===== src/design/assert_macros.svh =====
// Assertion macros shared by the breathing fade sequencer RTL.
// No dependencies; the SYNTHESIS define turns every macro into nothing.
`ifndef ASSERT_MACROS_SVH
`define ASSERT_MACROS_SVH
`ifndef SYNTHESIS
// clocked check that is ignored while reset is high
`define BFS_ASSERT(label, clk, rst, prop) \
   label: assert property (@(posedge clk) disable iff (rst) prop) \
      else $error("%m: check failed");
// clocked check that also holds during reset
`define BFS_ASSERT_ALWAYS(label, clk, prop) \
   label: assert property (@(posedge clk) prop) \
      else $error("%m: check failed");
`else
`define BFS_ASSERT(label, clk, rst, prop)
`define BFS_ASSERT_ALWAYS(label, clk, prop)
`endif
`endif


===== src/design/bfs_pkg.sv =====
// Shared types and constants of the breathing fade sequencer.
// No dependencies; used by every module of the block.
package bfs_pkg;

   localparam int TICK_MS = 10;

   localparam int CNT_W   = 13;
   localparam int LEVEL_W = 8;
   localparam int NUM_W   = 10;
   localparam int PROD_W  = LEVEL_W + NUM_W;
   localparam int SAMPLE_W = 10;
   localparam int NUM_COLORS = 3;

   localparam logic [CNT_W-1:0] CNT_MAX       = '1;
   localparam logic [CNT_W-1:0] RAMP_MS       = 13'd1000;
   localparam logic [CNT_W-1:0] ACTIVE_MS     = 13'd3000;
   localparam logic [CNT_W-1:0] PERIOD_MAX_MS = 13'd6000;
   localparam logic [CNT_W-1:0] PERIOD_RESET  = 13'd3000;

   // sample * 3000, then / 1023 by reciprocal (exact for the sample range)
   localparam int SCALED_W = 22;
   localparam logic [11:0] PERIOD_SPAN_MS = 12'd3000;
   localparam int RECIP_1023_W = 23;
   localparam logic [RECIP_1023_W-1:0] RECIP_1023 = 23'd4198405;
   localparam int RECIP_1023_SHIFT = 32;

   // x / 1000 by reciprocal, exact for x up to 255 * 1000
   localparam int RECIP_1000_W = 19;
   localparam logic [RECIP_1000_W-1:0] RECIP_1000 = 19'd268436;
   localparam int RECIP_1000_SHIFT = 28;

   localparam logic [LEVEL_W-1:0] LEVEL_RESET = 8'd50;

   localparam int CSR_IDX_W = 2;
   localparam logic [CSR_IDX_W-1:0] CSR_RED   = 2'd0;
   localparam logic [CSR_IDX_W-1:0] CSR_GREEN = 2'd1;
   localparam logic [CSR_IDX_W-1:0] CSR_BLUE  = 2'd2;

   typedef enum logic [1:0] {
      PH_RISE = 2'd0,
      PH_HOLD = 2'd1,
      PH_FALL = 2'd2,
      PH_OFF  = 2'd3
   } phase_type;

   typedef logic [NUM_COLORS-1:0][LEVEL_W-1:0] color_type;

   // what the sequencer hands to the drive scaler for one request
   typedef struct packed {
      logic             upd;
      logic [NUM_W-1:0] num;
      phase_type        phase;
   } ctrl_type;

endpackage


===== src/design/rgb_breathing_fade_sequencer.sv =====
// Top level of the RGB breathing fade sequencer: handshake, CSRs, stage valids.
// Depends on bfs_pkg, bfs_reload_calc, bfs_phase_seq, bfs_drive_scale, assert_macros.svh.
//
//   channel   direction   handshake              payload
//   req       in          req_valid / req_stall  req_light_sample
//   rsp       out         rsp_valid / rsp_stall  rsp_red/green/blue_drive, rsp_phase_now
//   csr       in          csr_write_en           csr_index, csr_wdata
//
// One request per cycle while rsp_stall is low; each request passes the stages scale,
// reload quotient, phase step, level product and divide by 1000 to its response.
// The phase step and the drive register are the only loops.
// Reset is synchronous; afterwards requests are taken at once.
// Each stage holds only while the one after it is full and held, so a request is
// still taken while a response waits on rsp_stall, until all five stages fill.
`include "assert_macros.svh"
module rgb_breathing_fade_sequencer #(
   parameter int TICK_MS = bfs_pkg::TICK_MS
) (
   input  logic                              clock,
   input  logic                              reset,

   input  logic                              req_valid,
   output logic                              req_stall,
   input  logic [bfs_pkg::SAMPLE_W-1:0]      req_light_sample,

   output logic                              rsp_valid,
   input  logic                              rsp_stall,
   output logic [bfs_pkg::LEVEL_W-1:0]       rsp_red_drive,
   output logic [bfs_pkg::LEVEL_W-1:0]       rsp_green_drive,
   output logic [bfs_pkg::LEVEL_W-1:0]       rsp_blue_drive,
   output logic [1:0]                        rsp_phase_now,

   input  logic                              csr_write_en,
   input  logic [bfs_pkg::CSR_IDX_W-1:0]     csr_index,
   input  logic [bfs_pkg::LEVEL_W-1:0]       csr_wdata
);

   localparam int STAGES = 5;

   logic [STAGES-1:0]         valid_ff, valid_in;
   logic [STAGES-1:0]         ready;
   logic [STAGES-1:0]         load;
   bfs_pkg::color_type        level_ff;
   logic [bfs_pkg::CNT_W-1:0] reload;
   bfs_pkg::ctrl_type         ctrl;
   bfs_pkg::color_type        drive;
   bfs_pkg::phase_type        phase;

   always_comb begin
      ready[STAGES-1] = !valid_ff[STAGES-1] || !rsp_stall;
      for (int k = STAGES - 2; k >= 0; k--) begin
         ready[k] = !valid_ff[k] || ready[k+1];
      end
      load[0]     = ready[0] && req_valid;
      valid_in[0] = ready[0] ? req_valid : valid_ff[0];
      for (int k = 1; k < STAGES; k++) begin
         load[k]     = ready[k] && valid_ff[k-1];
         valid_in[k] = ready[k] ? valid_ff[k-1] : valid_ff[k];
      end
   end

   always_ff @(posedge clock) begin
      if (reset) begin
         valid_ff <= '0;
      end else begin
         valid_ff <= valid_in;
      end
   end

   always_ff @(posedge clock) begin
      if (reset) begin
         level_ff <= {bfs_pkg::LEVEL_RESET, bfs_pkg::LEVEL_RESET, bfs_pkg::LEVEL_RESET};
      end else if (csr_write_en) begin
         unique case (csr_index)
            bfs_pkg::CSR_RED:   level_ff[0] <= csr_wdata;
            bfs_pkg::CSR_GREEN: level_ff[1] <= csr_wdata;
            bfs_pkg::CSR_BLUE:  level_ff[2] <= csr_wdata;
            default: ;
         endcase
      end
   end

   bfs_reload_calc u_reload (
      .clock      (clock),
      .load_scale (load[0]),
      .load_quot  (load[1]),
      .sample     (req_light_sample),
      .reload     (reload)
   );

   bfs_phase_seq #(
      .TICK_MS (TICK_MS)
   ) u_seq (
      .clock  (clock),
      .reset  (reset),
      .step   (load[2]),
      .reload (reload),
      .ctrl   (ctrl)
   );

   bfs_drive_scale u_scale (
      .clock      (clock),
      .reset      (reset),
      .load_prod  (load[3]),
      .load_drive (load[4]),
      .level      (level_ff),
      .ctrl       (ctrl),
      .drive      (drive),
      .phase      (phase)
   );

   assign req_stall       = !ready[0];
   assign rsp_valid       = valid_ff[STAGES-1];
   assign rsp_red_drive   = drive[0];
   assign rsp_green_drive = drive[1];
   assign rsp_blue_drive  = drive[2];
   assign rsp_phase_now   = phase;

   `BFS_ASSERT(a_stall_only_when_full, clock, reset, req_stall |-> ((&valid_ff) && rsp_stall))
   `BFS_ASSERT(a_held_stage_kept, clock, reset, (valid_ff[STAGES-2] && !ready[STAGES-1]) |=> valid_ff[STAGES-2])
   `BFS_ASSERT_ALWAYS(a_reset_empties, clock, reset |=> (valid_ff == '0))

endmodule


===== src/design/bfs_reload_calc.sv =====
// Period reload value 6000 - sample*3000/1023, two register stages.
// Depends on bfs_pkg.
module bfs_reload_calc (
   input  logic                               clock,
   input  logic                               load_scale,
   input  logic                               load_quot,
   input  logic [bfs_pkg::SAMPLE_W-1:0]       sample,
   output logic [bfs_pkg::CNT_W-1:0]          reload
);

   localparam int MUL_W = bfs_pkg::SCALED_W + bfs_pkg::RECIP_1023_W;

   logic [bfs_pkg::SCALED_W-1:0] scaled_ff;
   logic [bfs_pkg::SCALED_W-1:0] scaled_in;
   logic [bfs_pkg::CNT_W-1:0]    reload_ff;
   logic [bfs_pkg::CNT_W-1:0]    reload_in;
   logic [MUL_W-1:0]             recip_prod;

   always_comb begin
      scaled_in  = bfs_pkg::SCALED_W'(sample) * bfs_pkg::SCALED_W'(bfs_pkg::PERIOD_SPAN_MS);
      recip_prod = MUL_W'(scaled_ff) * MUL_W'(bfs_pkg::RECIP_1023);
      // quotient is at most 3000, fits in the counter width
      reload_in  = bfs_pkg::PERIOD_MAX_MS -
                   recip_prod[bfs_pkg::RECIP_1023_SHIFT +: bfs_pkg::CNT_W];
   end

   always_ff @(posedge clock) begin
      if (load_scale) begin
         scaled_ff <= scaled_in;
      end
      if (load_quot) begin
         reload_ff <= reload_in;
      end
   end

   assign reload = reload_ff;

endmodule


===== src/design/bfs_phase_seq.sv =====
// Breathing phase sequencer: phase, per-phase and period timers, ramp numerator.
// Depends on bfs_pkg and assert_macros.svh.
`include "assert_macros.svh"
module bfs_phase_seq #(
   parameter int TICK_MS = bfs_pkg::TICK_MS
) (
   input  logic                      clock,
   input  logic                      reset,
   input  logic                      step,
   input  logic [bfs_pkg::CNT_W-1:0] reload,
   output bfs_pkg::ctrl_type         ctrl
);

   localparam int SUM_W = bfs_pkg::CNT_W + 1;

   bfs_pkg::phase_type        phase_ff, phase_in;
   logic [bfs_pkg::CNT_W-1:0] phase_ms_ff, phase_ms_in;
   logic [bfs_pkg::CNT_W-1:0] period_ms_ff, period_ms_in;
   logic [bfs_pkg::CNT_W-1:0] cycle_ms_ff, cycle_ms_in;
   bfs_pkg::ctrl_type         ctrl_ff, ctrl_in;

   logic [SUM_W-1:0]          t_sum;
   logic [SUM_W-1:0]          p_sum;
   logic [bfs_pkg::CNT_W-1:0] t_ms;
   logic [bfs_pkg::CNT_W-1:0] p_ms;
   logic [bfs_pkg::CNT_W-1:0] off_ms;
   logic [bfs_pkg::CNT_W-1:0] fall_num;

   always_comb begin
      t_sum    = {1'b0, phase_ms_ff} + SUM_W'(TICK_MS);
      t_ms     = t_sum[bfs_pkg::CNT_W] ? bfs_pkg::CNT_MAX : t_sum[bfs_pkg::CNT_W-1:0];
      p_sum    = {1'b0, period_ms_ff} + SUM_W'(TICK_MS);
      p_ms     = p_sum[bfs_pkg::CNT_W] ? bfs_pkg::CNT_MAX : p_sum[bfs_pkg::CNT_W-1:0];
      off_ms   = (cycle_ms_ff > bfs_pkg::ACTIVE_MS) ? cycle_ms_ff - bfs_pkg::ACTIVE_MS : '0;
      fall_num = bfs_pkg::RAMP_MS - t_ms;

      phase_in      = phase_ff;
      phase_ms_in   = t_ms;
      ctrl_in.upd   = 1'b0;
      ctrl_in.num   = '0;

      unique case (phase_ff)
         bfs_pkg::PH_RISE: begin
            ctrl_in.num = t_ms[bfs_pkg::NUM_W-1:0];
         end
         bfs_pkg::PH_HOLD: begin
            ctrl_in.num = bfs_pkg::RAMP_MS[bfs_pkg::NUM_W-1:0];
         end
         bfs_pkg::PH_FALL: begin
            ctrl_in.num = fall_num[bfs_pkg::NUM_W-1:0];
         end
         bfs_pkg::PH_OFF: begin
            ctrl_in.num = '0;
         end
         default: begin
            ctrl_in.num = '0;
         end
      endcase

      if (phase_ff == bfs_pkg::PH_OFF) begin
         ctrl_in.upd = 1'b1;
         if (t_ms >= off_ms) begin
            phase_in    = bfs_pkg::PH_RISE;
            phase_ms_in = '0;
         end
      end else if (t_ms <= bfs_pkg::RAMP_MS) begin
         ctrl_in.upd = 1'b1;
      end else begin
         // phase change: drive keeps its previous value
         phase_in    = bfs_pkg::phase_type'(phase_ff + 2'd1);
         phase_ms_in = '0;
      end
      ctrl_in.phase = phase_in;

      // the off phase above uses the period from before this reload
      if (p_ms >= cycle_ms_ff) begin
         period_ms_in = '0;
         cycle_ms_in  = reload;
      end else begin
         period_ms_in = p_ms;
         cycle_ms_in  = cycle_ms_ff;
      end
   end

   always_ff @(posedge clock) begin
      if (reset) begin
         phase_ff     <= bfs_pkg::PH_RISE;
         phase_ms_ff  <= '0;
         period_ms_ff <= '0;
         cycle_ms_ff  <= bfs_pkg::PERIOD_RESET;
      end else if (step) begin
         phase_ff     <= phase_in;
         phase_ms_ff  <= phase_ms_in;
         period_ms_ff <= period_ms_in;
         cycle_ms_ff  <= cycle_ms_in;
      end
   end

   always_ff @(posedge clock) begin
      if (step) begin
         ctrl_ff <= ctrl_in;
      end
   end

   assign ctrl = ctrl_ff;

   `BFS_ASSERT(a_ramp_time_bound, clock, reset, (phase_ff != bfs_pkg::PH_OFF) |-> (phase_ms_ff <= bfs_pkg::RAMP_MS))
   `BFS_ASSERT(a_period_below_cycle, clock, reset, period_ms_ff < cycle_ms_ff)
   `BFS_ASSERT(a_idle_holds_state, clock, reset, !step |=> ($stable(phase_ff) && $stable(cycle_ms_ff)))

endmodule


===== src/design/bfs_drive_scale.sv =====
// Drive scaler: level*num in one stage, /1000 by reciprocal into the drive register.
// Depends on bfs_pkg.
module bfs_drive_scale (
   input  logic                                 clock,
   input  logic                                 reset,
   input  logic                                 load_prod,
   input  logic                                 load_drive,
   input  bfs_pkg::color_type                   level,
   input  bfs_pkg::ctrl_type                    ctrl,
   output bfs_pkg::color_type                   drive,
   output bfs_pkg::phase_type                   phase
);

   localparam int MUL_W = bfs_pkg::PROD_W + bfs_pkg::RECIP_1000_W;

   logic [bfs_pkg::NUM_COLORS-1:0][bfs_pkg::PROD_W-1:0] prod_ff, prod_in;
   logic                  upd_ff;
   bfs_pkg::phase_type    phase_b_ff;
   bfs_pkg::color_type    drive_ff, drive_in;
   bfs_pkg::phase_type    phase_ff;
   logic [bfs_pkg::NUM_COLORS-1:0][MUL_W-1:0] recip_prod;

   always_comb begin
      for (int c = 0; c < bfs_pkg::NUM_COLORS; c++) begin
         prod_in[c]    = bfs_pkg::PROD_W'(level[c]) * bfs_pkg::PROD_W'(ctrl.num);
         recip_prod[c] = MUL_W'(prod_ff[c]) * MUL_W'(bfs_pkg::RECIP_1000);
         drive_in[c]   = upd_ff ?
                         recip_prod[c][bfs_pkg::RECIP_1000_SHIFT +: bfs_pkg::LEVEL_W] :
                         drive_ff[c];
      end
   end

   always_ff @(posedge clock) begin
      if (load_prod) begin
         prod_ff    <= prod_in;
         upd_ff     <= ctrl.upd;
         phase_b_ff <= ctrl.phase;
      end
      if (load_drive) begin
         phase_ff <= phase_b_ff;
      end
   end

   // the drive register is block state: it survives phase changes
   always_ff @(posedge clock) begin
      if (reset) begin
         drive_ff <= {8'd0, 8'd255, 8'd0};
      end else if (load_drive) begin
         drive_ff <= drive_in;
      end
   end

   assign drive = drive_ff;
   assign phase = phase_ff;

endmodule


===== config.mk =====
export PLATFORM = sky130hd
export DESIGN_NAME = rgb_breathing_fade_sequencer
export DESIGN_NICKNAME = d
export VERILOG_FILES = /design/src/design/bfs_pkg.sv /design/src/design/rgb_breathing_fade_sequencer.sv /design/src/design/bfs_reload_calc.sv /design/src/design/bfs_phase_seq.sv /design/src/design/bfs_drive_scale.sv
export VERILOG_INCLUDE_DIRS = /design/src /design/src/design
export SDC_FILE = /design/constraint.sdc
export NUM_CORES = 2
export LEC_CHECK = 0
export ABC_AREA = 0
export BUFFER_PORTS_ARGS = -buffer_cell sky130_fd_sc_hd__buf_2
export CAP_MARGIN = 20
export CORE_MARGIN = 4
export CORE_UTILIZATION = 55
export CTS_CLUSTER_DIAMETER = 50
export DETAILED_ROUTE_END_ITERATION = 12
export PLACE_DENSITY_LB_ADDON = 0.12
export SLEW_MARGIN = 20
export SYNTH_ARGS = -nofsm -noshare
export SYNTH_HDL_FRONTEND = slang
export SYNTH_HIERARCHICAL = 1
export SYNTH_SLANG_ARGS = --single-unit
export TNS_END_PERCENT = 30

===== constraint.sdc =====
create_clock -name clock -period 9 [get_ports clock]
set_input_delay 0.45 -clock clock [delete_from_list [all_inputs] [get_ports clock]]
set_output_delay 0.45 -clock clock [all_outputs]
set_load 0.02 [all_outputs]

==> results.sh <==
export IMPL_post_place_ws_ps=3550
export IMPL_placed_area_um2=33100
export IMPL_layout_cells_non_filler=4156
export IMPL_worst_setup_path_type="reg -> reg"
export IMPL_cts_sinks=198
export IMPL_syn_inst=3369
export IMPL_clkTransAtPathRegs_ps=80
export IMPL_initial_core_util_pct=55.6
export IMPL_yosysSeqAreaShare_pct=15.6
export IMPL_async_reset_ff_share_pct=0
export IMPL_num_io_pins=53
export IMPL_hold_slack_ps=156
export IMPL_grt_usage_pct=22.4
export IMPL_powerDensity_nw_per_um2=225
export IMPL_grt_pass1_wl_um=116000
export IMPL_yosysUniqueCellTypes=105
export IMPL_grt_overflow_total=0
export IMPL_drc=0
export IMPL_crit_buf_inv=3
export IMPL_final_period_utilization_pct=60.8
export IMPL_cp_slowest_cell="edfxtp_1"
export IMPL_cp_depth=15
export IMPL_status="finished, final reports clean"
export IMPL_power_mw=7.60
export IMPL_cpLargestDelayFamily="adder cells"
export IMPL_crit_path_cell_trace="nand2_1, fa_1, fa_1, inv_1, fa_1, inv_1, fa_1, inv_1, ha_1, a21boi_0, o21a_1, o22a_1, a311oi_1, nor2_1, a211oi_1"
export IMPL_dieArea_um2=62300
export IMPL_nets=4472
export IMPL_final_util_pct=58.3
export IMPL_layout_drive_gt1_share_pct=4.40
export IMPL_r2r_cells=15
export IMPL_fin_skew_ps=14.7
export IMPL_cts_tree="yes"
export IMPL_hold_viol=0
export IMPL_fin_tns_setup_ps=0
export IMPL_crit_top_cell="fa_1"
export IMPL_timing_final_crit_period_ps=5470
export IMPL_syn_avg_cell_area_um2=9.54
export IMPL_drt_initial_drc_count=830
export IMPL_cts_hold_buf=0
export IMPL_core_um2=57800
export IMPL_row_count=88
export IMPL_ys_seq_elements=198
export IMPL_finalMaxSlewViolations=0
export IMPL_path_max_fanout=24
export IMPL_setup_worst_path_end_class="flip-flop"
export IMPL_htreeDepth=4
export IMPL_grt_pass1_vias=24000
export IMPL_hpwl_um=56000
export IMPL_numCtsBuffers=17
export IMPL_ant_nets=0
export IMPL_min_delay_path_depth=3
export IMPL_io_buffers=52
export IMPL_synth_edff_count=104
export IMPL_post_drt_wl_per_cell_um=16.3
export IMPL_worst_pin_slew_ps=874
export IMPL_max_cap_violations=0
export IMPL_p_seq_share_pct=17.4
export IMPL_cts_resized=0
export IMPL_synth_fp_nets=4464
export IMPL_relSlewSlack_pct=41.8
export IMPL_clkPwrFrac_pct=10.6
export IMPL_fmax_mhz=183
export IMPL_dp_cells=4123
export IMPL_rsz0062_at_grt="no"
export IMPL_gp_congestion=0.878
export IMPL_vias_per_cell=5.52
export IMPL_cts_root_buffer="clkbuf_16"
export IMPL_die_y_um=250
export IMPL_critPathMaxStageDelay_ps=860
export IMPL_vias=23000
export IMPL_post_cts_buffers=0
export IMPL_ys_warn_count=6
export IMPL_clock_latency_ps=500
export IMPL_p_int_mw=3.91
export IMPL_wl_um=67600
export IMPL_area_growth_pct=4.99
export IMPL_drtPass1Iterations=5
export IMPL_synth_area_um2=32100
export IMPL_crit_arrival_ps=5730
export IMPL_hold_class="in -> reg"
export IMPL_setup_viol=0
export IMPL_ir_drop_mv=0.340
export IMPL_grt_max_degree=66
export IMPL_fin_area_um2=33700
export IMPL_synth_top_flop_cell="edfxtp_1"
export IMPL_dieWidth_um=250
export IMPL_worstPathRequired_ps=9260
export IMPL_cp_start_kind="flip-flop"
export IMPL_cts_max_path_buffers=2
export IMPL_swShare_pct=48.5
export IMPL_setup_slack_ps=3530
export IMPL_pwr_share_comb_pct=72.0
export IMPL_total_leakage_power_nw=17.3
export IMPL_fillers=5090
export IMPL_p_sw_mw=3.69
export IMPL_antenna_found_initial=3
logic make-up after synthesis:
family	synth area share, %
flops	15.6
simple gates	13.0
compound gates	9.68
xor+xnor	2.29
fa+ha+maj	49.3
mux	1.37
buf+inv	8.76
worst register-to-register path, delay by kind of cell (launching register included):
family / cells / cell delay, ps
buf+inv: 3 / 160
flops: 1 / 860
simple gates: 2 / 350
compound gates: 5 / 1430
fa+ha+maj: 5 / 2440
metal layers:
| layer | vias up | track usage (%) | share of wire [%] |
|---|---|---|---|
| met5 | - | 0 | 0.034 |
| met4 | 4 | 6.85 | 2.5 |
| met3 | 102 | 2.92 | 3.0 |
| met2 | 367 | 39.2 | 49 |
| met1 | 11200 | 29.0 | 46 |
| li1 | 11300 | - | - |
synth_stat cells (15+ instances only):
master    count  area [um2]
a211oi_1     23         173
a21o_1       25         188
a21oi_1     126         631
and2_1      196        1230
and3_1       20         125
clkbuf_1     58         218
dfxtp_1      94        1880
edfxtp_1    104        3120
fa_1        328        6570
ha_1        742        9280
inv_1       671        2520
mux2i_1      43         430
nand2_1     185         694
nand2b_1     39         244
nand3_1      48         240
nand4_1      21         131
nor2_1      121         454
nor2b_1      18         113
nor3_1       41         205
o211ai_1     16         120
o21ai_0      78         390
o31ai_1      17         128
or2_2        15        93.8
or3_1        22         138
xnor2_1      61         534
xor2_1       23         201
path summary, 6_finish.rpt:
path                                     start             endpoint  slack, ps
worst max register to register   u_seq/ctrl[5]  u_scale/prod_ff[35]       3530
worst min-delay path                 req_valid          valid_ff[0]        160
worst max-delay path             u_seq/ctrl[5]  u_scale/prod_ff[35]       3530
worst min register to register  u_seq/ctrl[12]       u_scale/upd_ff        420
cell usage in the layout, fill, tap and decap left out, types with 41 or more instances in the layout:
cell type / instances
dfxtp_1: 94
inv_1: 671
nor2_1: 120
buf_2: 52
and2_1: 195
fa_1: 328
mux2i_1: 43
nor3_1: 41
nand3_1: 48
xnor2_1: 61
edfxtp_1: 104
o21ai_0: 77
ha_1: 742
a21oi_1: 126
nand2_1: 185
power groups by stage:
stage	sequential (mW)	combinational [mW]	clock [mW]
floorplan	1.25	4.29	0
detailed placement	1.34	5.44	0
global route	1.33	6.38	0.871
CTS	1.32	5.52	0.836
global placement	1.34	5.29	0
finish	1.32	5.47	0.807
registers in the layout, indices dropped and copies added, names as in the netlist:
signal / count
level_ff: 24
u_reload/reload: 13
u_reload/scaled_ff: 19
u_scale/drive: 24
u_scale/phase: 2
u_scale/phase_b_ff: 2
u_scale/prod_ff: 54
u_scale/upd_ff: 1
u_seq/ctrl: 13
u_seq/cycle_ms_ff: 13
u_seq/period_ms_ff: 13
u_seq/phase_ff: 2
u_seq/phase_ms_ff: 13
valid_ff: 5
final cells by class:
| class | instances | area, um2 | area share, % |
|---|---|---|---|
| diodes | 1 | 2.50 | 0.00742 |
| clock buffers | 17 | 425 | 1.26 |
| clock inverters | 15 | 193 | 0.571 |
| inverters | 672 | 2520 | 7.48 |
| multi-input cells | 2429 | 24300 | 72.1 |
| flip-flops and latches | 198 | 5000 | 14.8 |
| well taps | 765 | 957 | 2.84 |
| repair buffers | 59 | 313 | 0.927 |
Note: power is estimated with default switching activity, not from simulation.
